[config.mk]
export PLATFORM = sky130hd
export DESIGN_NAME = three_level_priority_queue_core
export DESIGN_NICKNAME = d
export VERILOG_FILES = /design/src/tlpq_pkg.sv /design/src/three_level_priority_queue_core.sv /design/src/tlpq_mem.sv /design/src/tlpq_cmp.sv
export VERILOG_INCLUDE_DIRS = /design/src /design/src/src
export SDC_FILE = /design/constraint.sdc
export NUM_CORES = 1
export LEC_CHECK = 0
export BUFFER_PORTS_ARGS = -buffer_cell sky130_fd_sc_hd__buf_2
export CAP_MARGIN = 20
export CORE_MARGIN = 2
export CORE_UTILIZATION = 40
export CTS_CLUSTER_SIZE = 16
export DETAILED_ROUTE_END_ITERATION = 12
export GPL_ROUTABILITY_DRIVEN = 0
export HOLD_SLACK_MARGIN = 0.12
export PLACE_DENSITY = 0.6
export SLEW_MARGIN = 20
export SYNTH_ARGS = -nofsm -noshare
export SYNTH_HDL_FRONTEND = slang
export SYNTH_SLANG_ARGS = --single-unit
[constraint.sdc]
create_clock -name clk -period 4.3 [get_ports clk]
set_clock_uncertainty 0.15 [all_clocks]
set_input_delay 0.86 -clock clk [delete_from_list [all_inputs] [get_ports clk]]
set_output_delay 0.86 -clock clk [all_outputs]
set_load 0.05 [all_outputs]
[src/assert_macros.svh]
// ---------------------------------------------------------------------------
// Assertion macros used by the core of the three-level priority queue.
// ---------------------------------------------------------------------------
`ifndef ASSERT_MACROS_SVH
`define ASSERT_MACROS_SVH

`ifndef SYNTHESIS
// Property must hold at every rising clock edge outside reset.
`define TLPQ_ASSERT(lbl, clk, rst_n, prop) \
    lbl: assert property (@(posedge clk) disable iff (!rst_n) (prop)) \
        else $error("tlpq assertion failed");
// Condition must never be seen outside reset.
`define TLPQ_NEVER(lbl, clk, rst_n, cond) \
    lbl: assert property (@(posedge clk) disable iff (!rst_n) !(cond)) \
        else $error("tlpq forbidden condition seen");
`else
`define TLPQ_ASSERT(lbl, clk, rst_n, prop)
`define TLPQ_NEVER(lbl, clk, rst_n, cond)
`endif

`endif

[src/tlpq_pkg.sv]
// ---------------------------------------------------------------------------
// tlpq_pkg
// Codes, field widths and shared types of the three-level priority queue.
// ---------------------------------------------------------------------------
package tlpq_pkg;

    // Field widths of the command and result transactions
    localparam int KEY_FIELD_W = 16;
    localparam int LEVEL_W     = 2;
    localparam int OPCODE_W    = 2;
    localparam int STATUS_W    = 3;
    localparam int OCC_W       = 5;

    localparam int IN_TDATA_W  = 24;
    localparam int IN_TUSER_W  = 2;
    localparam int OUT_TDATA_W = 24;
    localparam int OUT_TUSER_W = 3;

    // Command codes
    localparam logic [OPCODE_W-1:0] OP_ENQUEUE = 2'd0;
    localparam logic [OPCODE_W-1:0] OP_DEQUEUE = 2'd1;
    localparam logic [OPCODE_W-1:0] OP_REMOVE  = 2'd2;

    // Result status codes
    localparam logic [STATUS_W-1:0] ST_ENQUEUED  = 3'd0;
    localparam logic [STATUS_W-1:0] ST_FULL      = 3'd1;
    localparam logic [STATUS_W-1:0] ST_DEQUEUED  = 3'd2;
    localparam logic [STATUS_W-1:0] ST_EMPTY     = 3'd3;
    localparam logic [STATUS_W-1:0] ST_REMOVED   = 3'd4;
    localparam logic [STATUS_W-1:0] ST_NOT_FOUND = 3'd5;
    localparam logic [STATUS_W-1:0] ST_BAD_LEVEL = 3'd6;

    // Level code that no entry may carry
    localparam logic [LEVEL_W-1:0] LEVEL_NONE = 2'd0;

    // Operation of the shared compare unit
    typedef enum logic [1:0] {
        CMP_KEY_EQ,
        CMP_LEVEL_GE,
        CMP_ALWAYS
    } cmp_mode_t;

endpackage

[src/three_level_priority_queue_core.sv]
// ---------------------------------------------------------------------------
// three_level_priority_queue_core
// Strict three-level priority queue, arrival order kept within each level.
// ---------------------------------------------------------------------------
// The queue holds up to QUEUE_DEPTH entries (a key and a level 1..3) in a
// single-port-write, single-port-read memory kept in service order, slot 0
// being the head. Every command transaction yields exactly one result
// transaction. A command occupies the block from acceptance until its result
// is loaded into the output register; s_axis_tready is high only while the
// sequencer is idle, but a new command is taken while an earlier result still
// waits on the master side. The memory walk visits one slot at a time: a read,
// then a compare with optional write-back; the result is loaded after the
// walk. Enqueue walks from the tail down to its insertion point, or to the
// head when it goes ahead of all held entries. Dequeue and remove walk from
// the head to the tail, closing the gap as they go. Rejected commands (bad
// level, full, empty, unused code) do not walk. The store needs no clearing
// after reset; the walk never visits slots at or above the entry count.
// ---------------------------------------------------------------------------
`include "assert_macros.svh"

module three_level_priority_queue_core #(
    parameter int QUEUE_DEPTH = 16,
    parameter int KEY_BITS    = 16
) (
    input  logic                               clk,
    input  logic                               rst_n,

    // Command: tdata = user_key[15:0], priority_level[17:16], zero [23:18]
    //          tuser = opcode[1:0]
    input  logic                               s_axis_tvalid,
    output logic                               s_axis_tready,
    input  logic [tlpq_pkg::IN_TDATA_W-1:0]    s_axis_tdata,
    input  logic [tlpq_pkg::IN_TUSER_W-1:0]    s_axis_tuser,

    // Result: tdata = out_key[15:0], out_level[17:16], occupancy[22:18],
    //                 zero [23]
    //         tuser = status[2:0]
    output logic                               m_axis_tvalid,
    input  logic                               m_axis_tready,
    output logic [tlpq_pkg::OUT_TDATA_W-1:0]   m_axis_tdata,
    output logic [tlpq_pkg::OUT_TUSER_W-1:0]   m_axis_tuser
);

    import tlpq_pkg::*;

    // Stored key width: the command key field, cut to KEY_BITS when narrower
    localparam int SKEY_W = (KEY_BITS < KEY_FIELD_W) ? KEY_BITS : KEY_FIELD_W;
    localparam int ENT_W  = SKEY_W + LEVEL_W;
    localparam int IDX_W  = $clog2(QUEUE_DEPTH);
    localparam int CNT_W  = $clog2(QUEUE_DEPTH + 1);

    localparam logic [CNT_W-1:0] CNT_FULL = CNT_W'(QUEUE_DEPTH);

    typedef enum logic [2:0] {
        S_IDLE,
        S_READ,
        S_EVAL,
        S_PLACE,
        S_FINISH
    } state_t;

    // Control state
    state_t                state_reg,  state_next;
    logic [CNT_W-1:0]      count_reg,  count_next;
    logic                  found_reg,  found_next;
    logic                  m_valid_reg, m_valid_next;

    // Command and result payload
    logic [OPCODE_W-1:0]   op_reg,     op_next;
    logic [SKEY_W-1:0]     key_reg,    key_next;
    logic [LEVEL_W-1:0]    lvl_reg,    lvl_next;
    logic [IDX_W-1:0]      idx_reg,    idx_next;
    logic [STATUS_W-1:0]   res_status_reg, res_status_next;
    logic [KEY_FIELD_W-1:0] res_key_reg,   res_key_next;
    logic [LEVEL_W-1:0]    res_lvl_reg,    res_lvl_next;
    logic [OUT_TDATA_W-1:0] m_data_reg,    m_data_next;
    logic [OUT_TUSER_W-1:0] m_user_reg,    m_user_next;

    // Memory and compare unit hookup
    logic                  mem_we;
    logic [IDX_W-1:0]      mem_waddr;
    logic [ENT_W-1:0]      mem_wdata;
    logic [ENT_W-1:0]      mem_rdata;
    logic [SKEY_W-1:0]     ent_key;
    logic [LEVEL_W-1:0]    ent_lvl;
    cmp_mode_t             cmp_mode;
    logic                  cmp_hit;

    // Command fields as they arrive
    logic [OPCODE_W-1:0]   in_opcode;
    logic [SKEY_W-1:0]     in_key;
    logic [LEVEL_W-1:0]    in_level;

    logic                  cmd_take;
    logic                  hit_now;
    logic                  last_slot;
    logic                  out_free;

    assign in_opcode = s_axis_tuser[OPCODE_W-1:0];
    assign in_key    = s_axis_tdata[SKEY_W-1:0];
    assign in_level  = s_axis_tdata[KEY_FIELD_W +: LEVEL_W];

    assign s_axis_tready = (state_reg == S_IDLE);
    assign cmd_take      = s_axis_tvalid && s_axis_tready;
    assign out_free      = !m_valid_reg || m_axis_tready;

    assign ent_key = mem_rdata[LEVEL_W +: SKEY_W];
    assign ent_lvl = mem_rdata[LEVEL_W-1:0];

    // Enqueue compares levels on its way down; remove matches keys on its
    // way up; dequeue takes whatever sits at the head.
    always_comb
    begin
        case (op_reg)
            OP_ENQUEUE: cmp_mode = CMP_LEVEL_GE;
            OP_REMOVE:  cmp_mode = CMP_KEY_EQ;
            default:    cmp_mode = CMP_ALWAYS;
        endcase
    end

    tlpq_mem #(
        .DEPTH  (QUEUE_DEPTH),
        .DATA_W (ENT_W)
    ) u_mem (
        .clk     (clk),
        .wr_en   (mem_we),
        .wr_addr (mem_waddr),
        .wr_data (mem_wdata),
        .rd_addr (idx_reg),
        .rd_data (mem_rdata)
    );

    tlpq_cmp #(
        .KEY_W (SKEY_W)
    ) u_cmp (
        .mode        (cmp_mode),
        .entry_key   (ent_key),
        .entry_level (ent_lvl),
        .ref_key     (key_reg),
        .ref_level   (lvl_reg),
        .hit         (cmp_hit)
    );

    assign hit_now   = !found_reg && cmp_hit;
    assign last_slot = ((CNT_W'(idx_reg) + CNT_W'(1)) == count_reg);

    // Sequencer
    always_comb
    begin
        state_next      = state_reg;
        count_next      = count_reg;
        found_next      = found_reg;
        op_next         = op_reg;
        key_next        = key_reg;
        lvl_next        = lvl_reg;
        idx_next        = idx_reg;
        res_status_next = res_status_reg;
        res_key_next    = res_key_reg;
        res_lvl_next    = res_lvl_reg;
        mem_we          = 1'b0;
        mem_waddr       = idx_reg;
        mem_wdata       = mem_rdata;

        case (state_reg)
            S_IDLE:
            begin
                if (cmd_take)
                begin
                    op_next         = in_opcode;
                    key_next        = in_key;
                    lvl_next        = in_level;
                    found_next      = 1'b0;
                    idx_next        = '0;
                    res_key_next    = '0;
                    res_lvl_next    = LEVEL_NONE;
                    res_status_next = ST_NOT_FOUND;
                    state_next      = S_FINISH;
                    case (in_opcode)
                        OP_ENQUEUE:
                        begin
                            if (in_level == LEVEL_NONE)
                            begin
                                res_status_next = ST_BAD_LEVEL;
                            end
                            else if (count_reg == CNT_FULL)
                            begin
                                res_status_next = ST_FULL;
                            end
                            else if (count_reg == '0)
                            begin
                                state_next = S_PLACE;
                            end
                            else
                            begin
                                // Start at the tail and walk toward the head
                                idx_next   = IDX_W'(count_reg - CNT_W'(1));
                                state_next = S_READ;
                            end
                        end
                        OP_DEQUEUE:
                        begin
                            if (count_reg == '0)
                            begin
                                res_status_next = ST_EMPTY;
                            end
                            else
                            begin
                                state_next = S_READ;
                            end
                        end
                        OP_REMOVE:
                        begin
                            if (count_reg != '0)
                            begin
                                state_next = S_READ;
                            end
                        end
                        default:
                        begin
                            res_status_next = ST_NOT_FOUND;
                        end
                    endcase
                end
            end

            S_READ:
            begin
                state_next = S_EVAL;
            end

            S_EVAL:
            begin
                if (op_reg == OP_ENQUEUE)
                begin
                    mem_we    = 1'b1;
                    mem_waddr = idx_reg + IDX_W'(1);
                    if (cmp_hit)
                    begin
                        // Slot holds an equal or higher level: insert behind it
                        mem_wdata       = {key_reg, lvl_reg};
                        count_next      = count_reg + CNT_W'(1);
                        res_status_next = ST_ENQUEUED;
                        state_next      = S_FINISH;
                    end
                    else if (idx_reg == '0)
                    begin
                        // Every entry moved up: new entry becomes the head
                        state_next = S_PLACE;
                    end
                    else
                    begin
                        idx_next   = idx_reg - IDX_W'(1);
                        state_next = S_READ;
                    end
                end
                else
                begin
                    // Past the removed slot, shift each entry down by one
                    if (found_reg)
                    begin
                        mem_we    = 1'b1;
                        mem_waddr = idx_reg - IDX_W'(1);
                    end
                    if (hit_now)
                    begin
                        found_next      = 1'b1;
                        res_key_next    = KEY_FIELD_W'(ent_key);
                        res_lvl_next    = ent_lvl;
                        res_status_next = (op_reg == OP_DEQUEUE) ? ST_DEQUEUED
                                                                 : ST_REMOVED;
                    end
                    if (last_slot)
                    begin
                        if (found_reg || hit_now)
                        begin
                            count_next = count_reg - CNT_W'(1);
                        end
                        state_next = S_FINISH;
                    end
                    else
                    begin
                        idx_next   = idx_reg + IDX_W'(1);
                        state_next = S_READ;
                    end
                end
            end

            S_PLACE:
            begin
                mem_we          = 1'b1;
                mem_waddr       = idx_reg;
                mem_wdata       = {key_reg, lvl_reg};
                count_next      = count_reg + CNT_W'(1);
                res_status_next = ST_ENQUEUED;
                state_next      = S_FINISH;
            end

            S_FINISH:
            begin
                if (out_free)
                begin
                    state_next = S_IDLE;
                end
            end

            default:
            begin
                state_next = S_IDLE;
            end
        endcase
    end

    // Output register: load the finished result once the slot is free
    always_comb
    begin
        m_valid_next = m_valid_reg;
        m_data_next  = m_data_reg;
        m_user_next  = m_user_reg;
        if (m_axis_tready)
        begin
            m_valid_next = 1'b0;
        end
        if ((state_reg == S_FINISH) && out_free)
        begin
            m_valid_next = 1'b1;
            m_data_next  = {1'b0, OCC_W'(count_reg), res_lvl_reg, res_key_reg};
            m_user_next  = res_status_reg;
        end
    end

    always_ff @(posedge clk or negedge rst_n)
    begin
        if (!rst_n)
        begin
            state_reg   <= S_IDLE;
            count_reg   <= '0;
            found_reg   <= 1'b0;
            m_valid_reg <= 1'b0;
        end
        else
        begin
            state_reg   <= state_next;
            count_reg   <= count_next;
            found_reg   <= found_next;
            m_valid_reg <= m_valid_next;
        end
    end

    always_ff @(posedge clk)
    begin
        op_reg         <= op_next;
        key_reg        <= key_next;
        lvl_reg        <= lvl_next;
        idx_reg        <= idx_next;
        res_status_reg <= res_status_next;
        res_key_reg    <= res_key_next;
        res_lvl_reg    <= res_lvl_next;
        m_data_reg     <= m_data_next;
        m_user_reg     <= m_user_next;
    end

    assign m_axis_tvalid = m_valid_reg;
    assign m_axis_tdata  = m_data_reg;
    assign m_axis_tuser  = m_user_reg;

    // Occupancy never exceeds the store
    `TLPQ_NEVER(a_count_bound, clk, rst_n, count_reg > CNT_FULL)
    // An accepted command always leaves idle on the next cycle
    `TLPQ_ASSERT(a_take_busy, clk, rst_n, cmd_take |=> (state_reg != S_IDLE))
    // Occupancy moves by at most one, and only after a compare or placement state
    `TLPQ_ASSERT(a_count_step, clk, rst_n,
        (count_reg != $past(count_reg)) |->
            (($past(state_reg) == S_EVAL) || ($past(state_reg) == S_PLACE)))
    // Reads only visit held slots
    `TLPQ_ASSERT(a_read_range, clk, rst_n,
        (state_reg == S_READ) |-> (CNT_W'(idx_reg) < count_reg))
    // The store is written only by the walk or the final placement
    `TLPQ_ASSERT(a_write_phase, clk, rst_n,
        mem_we |-> ((state_reg == S_EVAL) || (state_reg == S_PLACE)))

endmodule

[src/tlpq_mem.sv]
// ---------------------------------------------------------------------------
// tlpq_mem
// Entry store: one write port and one read port with registered read data.
// ---------------------------------------------------------------------------
module tlpq_mem #(
    parameter int DEPTH  = 16,
    parameter int DATA_W = 18
) (
    input  logic                     clk,
    input  logic                     wr_en,
    input  logic [$clog2(DEPTH)-1:0] wr_addr,
    input  logic [DATA_W-1:0]        wr_data,
    input  logic [$clog2(DEPTH)-1:0] rd_addr,
    output logic [DATA_W-1:0]        rd_data
);

    logic [DATA_W-1:0] mem [DEPTH];
    logic [DATA_W-1:0] rd_data_reg;

    always_ff @(posedge clk)
    begin
        if (wr_en)
        begin
            mem[wr_addr] <= wr_data;
        end
    end

    always_ff @(posedge clk)
    begin
        rd_data_reg <= mem[rd_addr];
    end

    assign rd_data = rd_data_reg;

endmodule

[src/tlpq_cmp.sv]
// ---------------------------------------------------------------------------
// tlpq_cmp
// Shared compare unit: key match or level order of one stored entry.
// ---------------------------------------------------------------------------
module tlpq_cmp #(
    parameter int KEY_W = 16
) (
    input  tlpq_pkg::cmp_mode_t           mode,
    input  logic [KEY_W-1:0]              entry_key,
    input  logic [tlpq_pkg::LEVEL_W-1:0]  entry_level,
    input  logic [KEY_W-1:0]              ref_key,
    input  logic [tlpq_pkg::LEVEL_W-1:0]  ref_level,
    output logic                          hit
);

    import tlpq_pkg::*;

    always_comb
    begin
        case (mode)
            CMP_KEY_EQ:   hit = (entry_key == ref_key);
            CMP_LEVEL_GE: hit = (entry_level >= ref_level);
            CMP_ALWAYS:   hit = 1'b1;
            default:      hit = 1'b0;
        endcase
    end

endmodule
==> results.toml, run 1 <==
[job]
max-cap-violations = 0

[cts]
cts_buffers = 41
ctsResizeCount = 0
htreeDepth = 2
clkSlewWorstSetupHoldPaths_ns = 0.06
numClockSinks = 387
cts_tree = "built"
clk_latency_ns = 0.54
cts_buffer_depth = 3
root_buffer = "clkbuf_16"

[finish]
area_delta_synth_final_pct = 15.4
antennaDiodeCount = 0
multi_input_area_sq_um = 3650
regArea_sq_um = 11400
final.fill_count = 3150
largest_reg_flops = 288
nets = 884
utilization = 0.467
fin_cells = 1390
drive_gt1_frac = 0.298

[synthesis]
synthCells = 751
postSynthNetCount = 789
async_flop_share = 0.0258
ys_seq_area_frac = 0.748
synth_edf_count = 359
yosysWarnings = 0
yosysUniqueCellTypes = 55
ys_ff_latch = 387
syn_area_per_cell_sq_um = 20.3
synth-main-ff-cell = "edfxtp_1"
syn_area_sq_um = 15200

[placement]
io_buffers = 51
dp_cells = 1313
hpwl_um = 20400

[sta]
fin_tns_setup_ns = 0
hold_viol_final = 0
max_freq_mhz = 312
worst_pin_slew_ns = 0.954
slew_headroom = 0.364
final_max_slew_viol_count = 0
whs_ns = 0.270
rsz0062_at_grt = "false"
fin_crit_sh = 0.745
setup_viol = 0
min_period_ns = 3.20

[critical_path]
path_class = "flop to flop"
worst-endpoint-arrival_ns = 3.28
endpoint_kind = "flop"
crit_required_ns = 4.37
cp_max_fo = 13
cp-start-kind = "flop"

[drt]
drc = 0
ant_nets = 0
routed_wirelength_um = 32800
vias = 7396
drtIter0Drc = 671
post_drt_wl_per_cell_um = 23.6
drt_pass1_iterations = 4
viasPerCell = 5.32

[power_and_ir_drop]
vdd_drop_max_v = 0.000348
p_leak_uw = 0.00570
pwr-share-clk = 0.282
power.switching_uw = 3600
comb_power_share = 0.262
p_int_uw = 8310
netSwitchingFraction = 0.302
power.density_nw_per_um2 = 678
seqPwrFrac = 0.457

[outcome]
status = "completed"

[global_routing]
globalRoute.totalOverflow = 0
antenna_found_initial = 1
grt_max_degree = 47
grt_pass1_wl_um = 48400
grt_pass1_vias = 7386
grt_usage = 0.170

[worst_hold_path]
min_path_type = "flop to flop"

[floorplanning]
num_rows = 71
fp.dieW_um = 199
dieArea_sq_um = 39600
ios = 59
start_util = 0.405
core_sq_um = 37600
die_h_um = 199
-- cell families after synthesis --
family	synth area share
AO/OA/AOI/OAI	0.0159
XOR/XNOR	0.0201
adder cells (fa/ha/maj)	0.00657
buffers and inverters	0.0152
flip-flops	0.748
multiplexers	0.150
other	0.000246
AND/OR/NAND/NOR	0.0440
-- worst paths after layout --
kind	start	end	slack [ns]	depth (start not counted)
max	state_reg[2]	u_mem.mem[13][8]	1.10	7
min	res_key_reg[0]	m_axis_tdata[0]	0.27	0
max reg2reg	state_reg[2]	u_mem.mem[13][8]	1.10	7
min reg2reg	res_key_reg[0]	m_axis_tdata[0]	0.27	0
max in group asynchronous	rst_n	state_reg[1]	3.24	2
min in group asynchronous	rst_n	count_reg[4]	0.56	2
-- cell usage after synthesis, types with 4 or more instances --
cell | count | area [sq um]
a21oi_1 | 15 | 75.1
and2_1 | 18 | 113
buf_1 | 4 | 15.0
buf_2 | 17 | 85.1
buf_4 | 4 | 30.0
clkbuf_1 | 9 | 33.8
dfrtp_1 | 10 | 250
dfxtp_1 | 18 | 360
edfxtp_1 | 359 | 10800
ha_1 | 8 | 100
inv_1 | 7 | 26.3
mux2_1 | 18 | 203
mux2i_1 | 4 | 40.0
mux4_2 | 90 | 2030
nand2_1 | 17 | 63.8
nand2b_1 | 4 | 25.0
nand3_1 | 6 | 30.0
nand4_1 | 4 | 25.0
nor2_1 | 36 | 135
nor3_1 | 14 | 70.1
o21ai_1 | 4 | 20.0
o22ai_1 | 4 | 25.0
xnor2_1 | 24 | 210
xor2_1 | 11 | 96.3
-- stage by stage --
stage	worst slack [ns]	cell area, sq um	power [uW]
2_1_floorplan	0.595	15200	7750
4_1_cts	1.12	17600	12100
6_report	1.10	17600	11900
3_5_place_dp	1.17	16300	8690
5_1_grt	0.955	17600	12500
3_3_place_gp	1.10	16300	8640
-- cells in the final DEF (no fill, tap or decap), types with 14 or more instances in the layout --
master,Yosys,layout
nor2_1,36,20
nor3_1,14,14
mux4_2,90,90
nand2_1,17,17
mux2_1,18,18
and2_1,18,18
clkbuf_1,9,18
edfxtp_1,359,359
nor2_2,2,18
a21oi_1,15,15
buf_2,17,51
clkbuf_16,0,43
dfxtp_1,18,18
xnor2_1,24,24
buf_4,4,34
-- repair_timing --
action	in CTS	in global routing
endpoints found under the hold margin	10	0
hold buffers	1	0
buffers inserted	0	0
-- power by group through the flow --
stage | clock network [uW] | logic (uW) | registers, uW
finish | 3360 | 3120 | 5440
global route | 3580 | 3390 | 5500
CTS | 3430 | 3180 | 5440
detailed placement | 0 | 3180 | 5520
global placement | 0 | 3140 | 5510
floorplan | 0 | 2270 | 5490
-- area by class of cell --
| class | instances | area share |
|---|---|---|
| timing repair buffer | 89 | 0.0330 |
| clock inverter | 14 | 0.00705 |
| tap | 511 | 0.0364 |
| sequential | 387 | 0.648 |
| multi-input combinational | 320 | 0.208 |
| inverter | 7 | 0.00150 |
| clock buffer | 62 | 0.0659 |
-- critical path: stages, from the launching register on --
cell and delay (ns):
dfrtp_1 0.47, and2b_1 0.34, nand2_1 0.35, a21oi_1 0.41, xor2_1 0.22, nand2_1 0.18, nor2_2 0.50, buf_12 0.25
-- layer usage --
layer / up-vias / wire length (um) / track usage
met1: 3916 / 14700 / 0.243
met3: 49 / 1690 / 0.0302
met4: 0 / 560 / 0.0392
met5: - / 0 / 0
li1: 3225 / - / -
met2: 206 / 15800 / 0.272
(Power assumes the default switching activity.)
==> run 2: changes to the inputs <==
ABC_AREA = 1   (was not set)
clock period = 3.02 ns   (was 4.3 ns; I/O delays follow)
==> results.toml, run 2 <==
[synthesis]
synth-main-ff-cell = "edfxtp_1"
syn_area_per_cell_sq_um = 12.4
synth.most_common_cell = "edfxtp_1"
synth_area_leaders = "edfxtp_1, o21ai_0, nor2_1"
ys_seq_area_frac = 0.723
ys_top_cells_by_count = "edfxtp_1, nor2_1, o21ai_0, nand2_1, inv_1"
synth_edf_count = 359
ys_ff_latch = 387
synthDominantCellAreaShare = 0.684
yosysTopAreaCell = "edfxtp_1"
yosysUniqueCellTypes = 44
yosysWarnings = 0
syn_area_sq_um = 15800
synthCells = 1273
postSynthNetCount = 1311
async_flop_share = 0.0258

[critical_path]
crit_required_ns = 3.08
path_class = "flop to flop"
r2r_cells = 11
reg2reg_slack_ns = 0.21
endpoint_kind = "flop"
cp_max_fo = 13
worst-endpoint-arrival_ns = 2.87
cp-start-kind = "flop"

[sta]
fin_crit_sh = 0.930
min_period_ns = 2.81
max_freq_mhz = 356
rsz0062_at_grt = "false"
final_max_slew_viol_count = 0
setup_viol = 0
worst_pin_slew_ns = 1.09
slew_headroom = 0.275
setup_ws_ns = 0.212
hold_viol_final = 0

[drt]
post_drt_wl_per_cell_um = 20.1
drtIter0Drc = 864
drc = 0
ant_nets = 0
drt_pass1_iterations = 7
viasPerCell = 5.32
routed_wirelength_um = 39200
vias = 10400

[finish]
final.fill_count = 3437
multi_input_area_sq_um = 3820
fin_cells = 1954
area_delta_synth_final_pct = 17.6
final_common_cell = "edfxtp_1"
antennaDiodeCount = 0
nets = 1443
drive_gt1_frac = 0.166
most-common-layout-cells = "edfxtp_1, nor2_1, o21ai_0, nand2_1, buf_4"
largest_reg_flops = 288
regArea_sq_um = 11400

[global_routing]
globalRoute.totalOverflow = 0
antenna_found_initial = 0
grt_pass1_wl_um = 60400
grt_usage = 0.194
grt_pass1_vias = 10200
grt_max_degree = 105

[cts]
clkSlewWorstSetupHoldPaths_ns = 0.06
numClockSinks = 387
htreeDepth = 2
clk_latency_ns = 0.54
root_buffer = "clkbuf_16"
cts_buffers = 40
cts_buffer_depth = 3
cts_tree = "built"

[floorplanning]
start_util = 0.407
core_sq_um = 38700
ios = 59
num_rows = 72
die_h_um = 203
fp.dieW_um = 203
dieArea_sq_um = 41000

[power_and_ir_drop]
vdd_drop_max_v = 0.000725
p_leak_uw = 0.00657
power.density_nw_per_um2 = 1060

[worst_hold_path]
worstHoldPathCells = 1
min_path_type = "primary input to flop"

[outcome]
status = "completed"

[job]
max-cap-violations = 0

[placement]
io_buffers = 51
hpwl_um = 24200
dp_cells = 1861
dpl_worst_slack_ns = 0.0640
-- run 2: power by group --
| group | internal [uW] | total [uW] | switching, uW |
|---|---|---|---|
| logic | 2030 | 6920 | 4890 |
| registers | 7580 | 7990 | 414 |
| clock network | 2730 | 4720 | 1980 |
| total | 12300 | 19600 | 7290 |
-- run 2: what timing repair did --
action,4_1_cts,5_1_grt
endpoints found under the hold margin,28,0
resized for setup,0,1
buffers inserted,0,0
setup endpoints to repair,0,6
hold buffers,19,0
-- run 2: final cells by class --
class | instances | share of cell area
sequential | 387 | 0.615
multi-input combinational | 744 | 0.206
timing repair buffer | 162 | 0.0620
clock buffer | 52 | 0.0592
tap | 518 | 0.0350
inverter | 70 | 0.0144
clock inverter | 21 | 0.00844
-- run 2: cells by family after synthesis --
logic type | after synthesis | synth area share
other cells | 1 | 0.000238
flops | 387 | 0.723
simple gates | 405 | 0.105
fa+ha+maj | 8 | 0.00635
mux | 1 | 0.000635
buf+inv | 142 | 0.0378
compound gates | 310 | 0.116
xor+xnor | 19 | 0.0110
-- run 2: final timing paths --
kind                                   from          endpoint
setup / recovery                 idx_reg[1]  u_mem.mem[7][16]
hold / removal             s_axis_tdata[14]       key_reg[14]
setup reg to reg                 idx_reg[1]  u_mem.mem[7][16]
hold reg to reg             res_key_reg[12]  m_axis_tdata[12]
max in group asynchronous             rst_n     m_axis_tvalid
min in group asynchronous             rst_n      count_reg[0]
-- run 2: worst max-delay path, cell delays in order, from the launching register on --
cell,delay [ns]
edfxtp_1,0.42
buf_4,0.18
ha_1,0.19
nand2_1,0.10
nand2_2,0.07
o22ai_1,0.17
a22oi_2,0.10
inv_1,0.08
nand2_1,0.11
buf_4,0.18
nor2_2,0.34
buf_4,0.38
-- run 2: per-layer routing --
metal	wire length [um]	track usage
met5	0	0
met4	1110	0.0631
met3	2460	0.0323
met2	18300	0.312
met1	17300	0.271
-- run 2: through the flow --
step | setup TNS [ns] | hold slack, ns | area [sq um] | total power [uW] | util
global placement | 0 | 0.250 | 17100 | 14800 | 0.441
finish | 0 | 0.167 | 18500 | 19600 | 0.478
floorplan | -29.76 | 0.158 | 15800 | 12400 | -
CTS | 0 | 0.140 | 18500 | 19700 | 0.478
global route | 0 | 0.139 | 18500 | 20700 | 0.478
detailed placement | 0 | 0.255 | 17100 | 15000 | 0.441
==> run 3: changes to the inputs <==
BUFFER_PORTS_ARGS = -buffer_cell sky130_fd_sc_hd__buf_4   (was -buffer_cell sky130_fd_sc_hd__buf_2)
CORE_ASPECT_RATIO = 0.7   (was not set)
CORE_UTILIZATION = 25   (was 40)
PLACE_DENSITY = 0.43   (was 0.6)
==> results.toml, run 3 (same netlist as run 2, synthesis figures left out) <==
[critical_path]
crit_path_cell_trace = "inv_4 -> ha_1 -> inv_1 -> nand2_1 -> a21oi_1 -> nand2_1 -> o21ai_1 -> nand2_1 -> nor2_2 -> buf_12"
critPathBufInv = 3
cp-start-kind = "flop"
endpoint_kind = "flop"
critPathLaunch = "idx_reg[0]"
worst-endpoint-arrival_ns = 2.83
max_stage_delay_ns = 0.44
r2r_start = "idx_reg[0]"
r2r_cells = 10
cp_top_family = "simple AND/OR/NAND/NOR gates"
cp_num_cells = 10
crit_required_ns = 3.11
critPathSlowestCell = "edfxtp_1"
cp_common_cell = "nand2_1"
path_class = "flop to flop"
cp_max_fo = 15
reg2reg_slack_ns = 0.28

[floorplanning]
ios = 59
start_util = 0.255
core_sq_um = 61900
num_rows = 76
die_h_um = 214
dieArea_sq_um = 65100
fp.dieW_um = 304

[job]
max-cap-violations = 0

[drt]
wl_met3_um = 2080
drtIter0Drc = 717
routed_wirelength_um = 42100
post_drt_wl_per_cell_um = 18.9
highest-signal-layer = "met4"
drt_pass1_iterations = 7
met2_length_um = 17200
drc = 0
ant_nets = 0
met1_length_um = 22200
viasPerCell = 4.60
vias = 10200

[cts]
post_cts.repair.setup_buffers = 0
cts_tree = "built"
root_buffer = "clkbuf_16"
htreeDepth = 2
cts_buffer_depth = 3
clkSlewWorstSetupHoldPaths_ns = 0.07
clk_latency_ns = 0.55
numClockSinks = 387
cts_buffers = 37

[placement]
io_buffers = 51
dpl_worst_slack_ns = 0.253
hpwl_um = 25500

[sta]
fin_tns_setup_ns = 0
worst_pin_slew_ns = 0.870
setup_ws_ns = 0.282
fin_crit_sh = 0.907
slew_headroom = 0.420
final_max_slew_viol_count = 0
rsz0062_at_grt = "false"
min_period_ns = 2.74
max_freq_mhz = 365
setup_viol = 0
hold_viol_final = 0

[global_routing]
grt_pass1_wl_um = 63700
grt_usage = 0.127
globalRoute.totalOverflow = 0
grt_max_degree = 135
antenna_found_initial = 0
grt_pass1_vias = 9731

[power_and_ir_drop]
netSwitchingFraction = 0.375
seqPwrFrac = 0.402
p_leak_uw = 0.00652
power.switching_uw = 7420
vdd_drop_max_v = 0.000616
comb_power_share = 0.353
power.density_nw_per_um2 = 1040
p_int_uw = 12300
pwr-share-clk = 0.245
total_power_uw = 19800

[finish]
largest_reg_flops = 288
final_common_cell = "edfxtp_1"
drive_gt1_frac = 0.154
area_delta_synth_final_pct = 20.7
nets = 1416
antennaDiodeCount = 0
most-common-layout-cells = "edfxtp_1, nor2_1, o21ai_0, nand2_1, buf_4"

[outcome]
status = "completed"

[worst_hold_path]
worstHoldPathCells = 0
min_path_type = "flop to flop"
holdCritStartpoint = "res_key_reg[13]"
[run 3: metal layers]
layer,vias to the layer above,GRT usage
met5,-,0
met4,0,0.0250
met3,56,0.0224
met2,214,0.178
met1,5156,0.203
li1,4823,-
[run 3: layout make-up]
class                           count  area (sq um)
Fill cell                        6237         42900
Clock inverter                     24           268
Tap cell                          819          1020
Clock buffer                       44           992
Sequential cell                   387         11400
Multi-Input combinational cell    744          3830
Inverter                           70           268
Timing Repair Buffer              138          1250
[run 3: worst paths after layout]
check	endpoint
min in group asynchronous	count_reg[1]
hold reg to reg	m_axis_tdata[13]
setup reg to reg	u_mem.mem[0][4]
hold / removal	m_axis_tdata[13]
setup / recovery	u_mem.mem[0][4]
max in group asynchronous	state_reg[2]
[run 3: power by group through the flow]
stage | combinational [uW] | clock [uW] | sequential, uW
floorplan | 4180 | 0 | 8210
global placement | 7000 | 0 | 8060
detailed placement | 7030 | 0 | 8060
CTS | 7070 | 4980 | 7950
global route | 7790 | 5210 | 8000
finish | 6970 | 4850 | 7940
[run 3: stage by stage]
step                      hold slack (ns)   util  cells  area, sq um
after floorplan                     0.158      -   1273        15800
after global placement              0.255  0.283   2135        17500
after detailed placement            0.255  0.283   2135        17500
after CTS                           0.262  0.307   2225        19000
after global routing                0.276  0.307   2226        19000
final                               0.270  0.307   2226        19000
[run 3: what timing repair did]
action                     in CTS  in global routing
hold endpoints to repair       31                  0
setup endpoints to repair       0                 57
gates resized for setup         0                  1
hold buffers                   22                  0
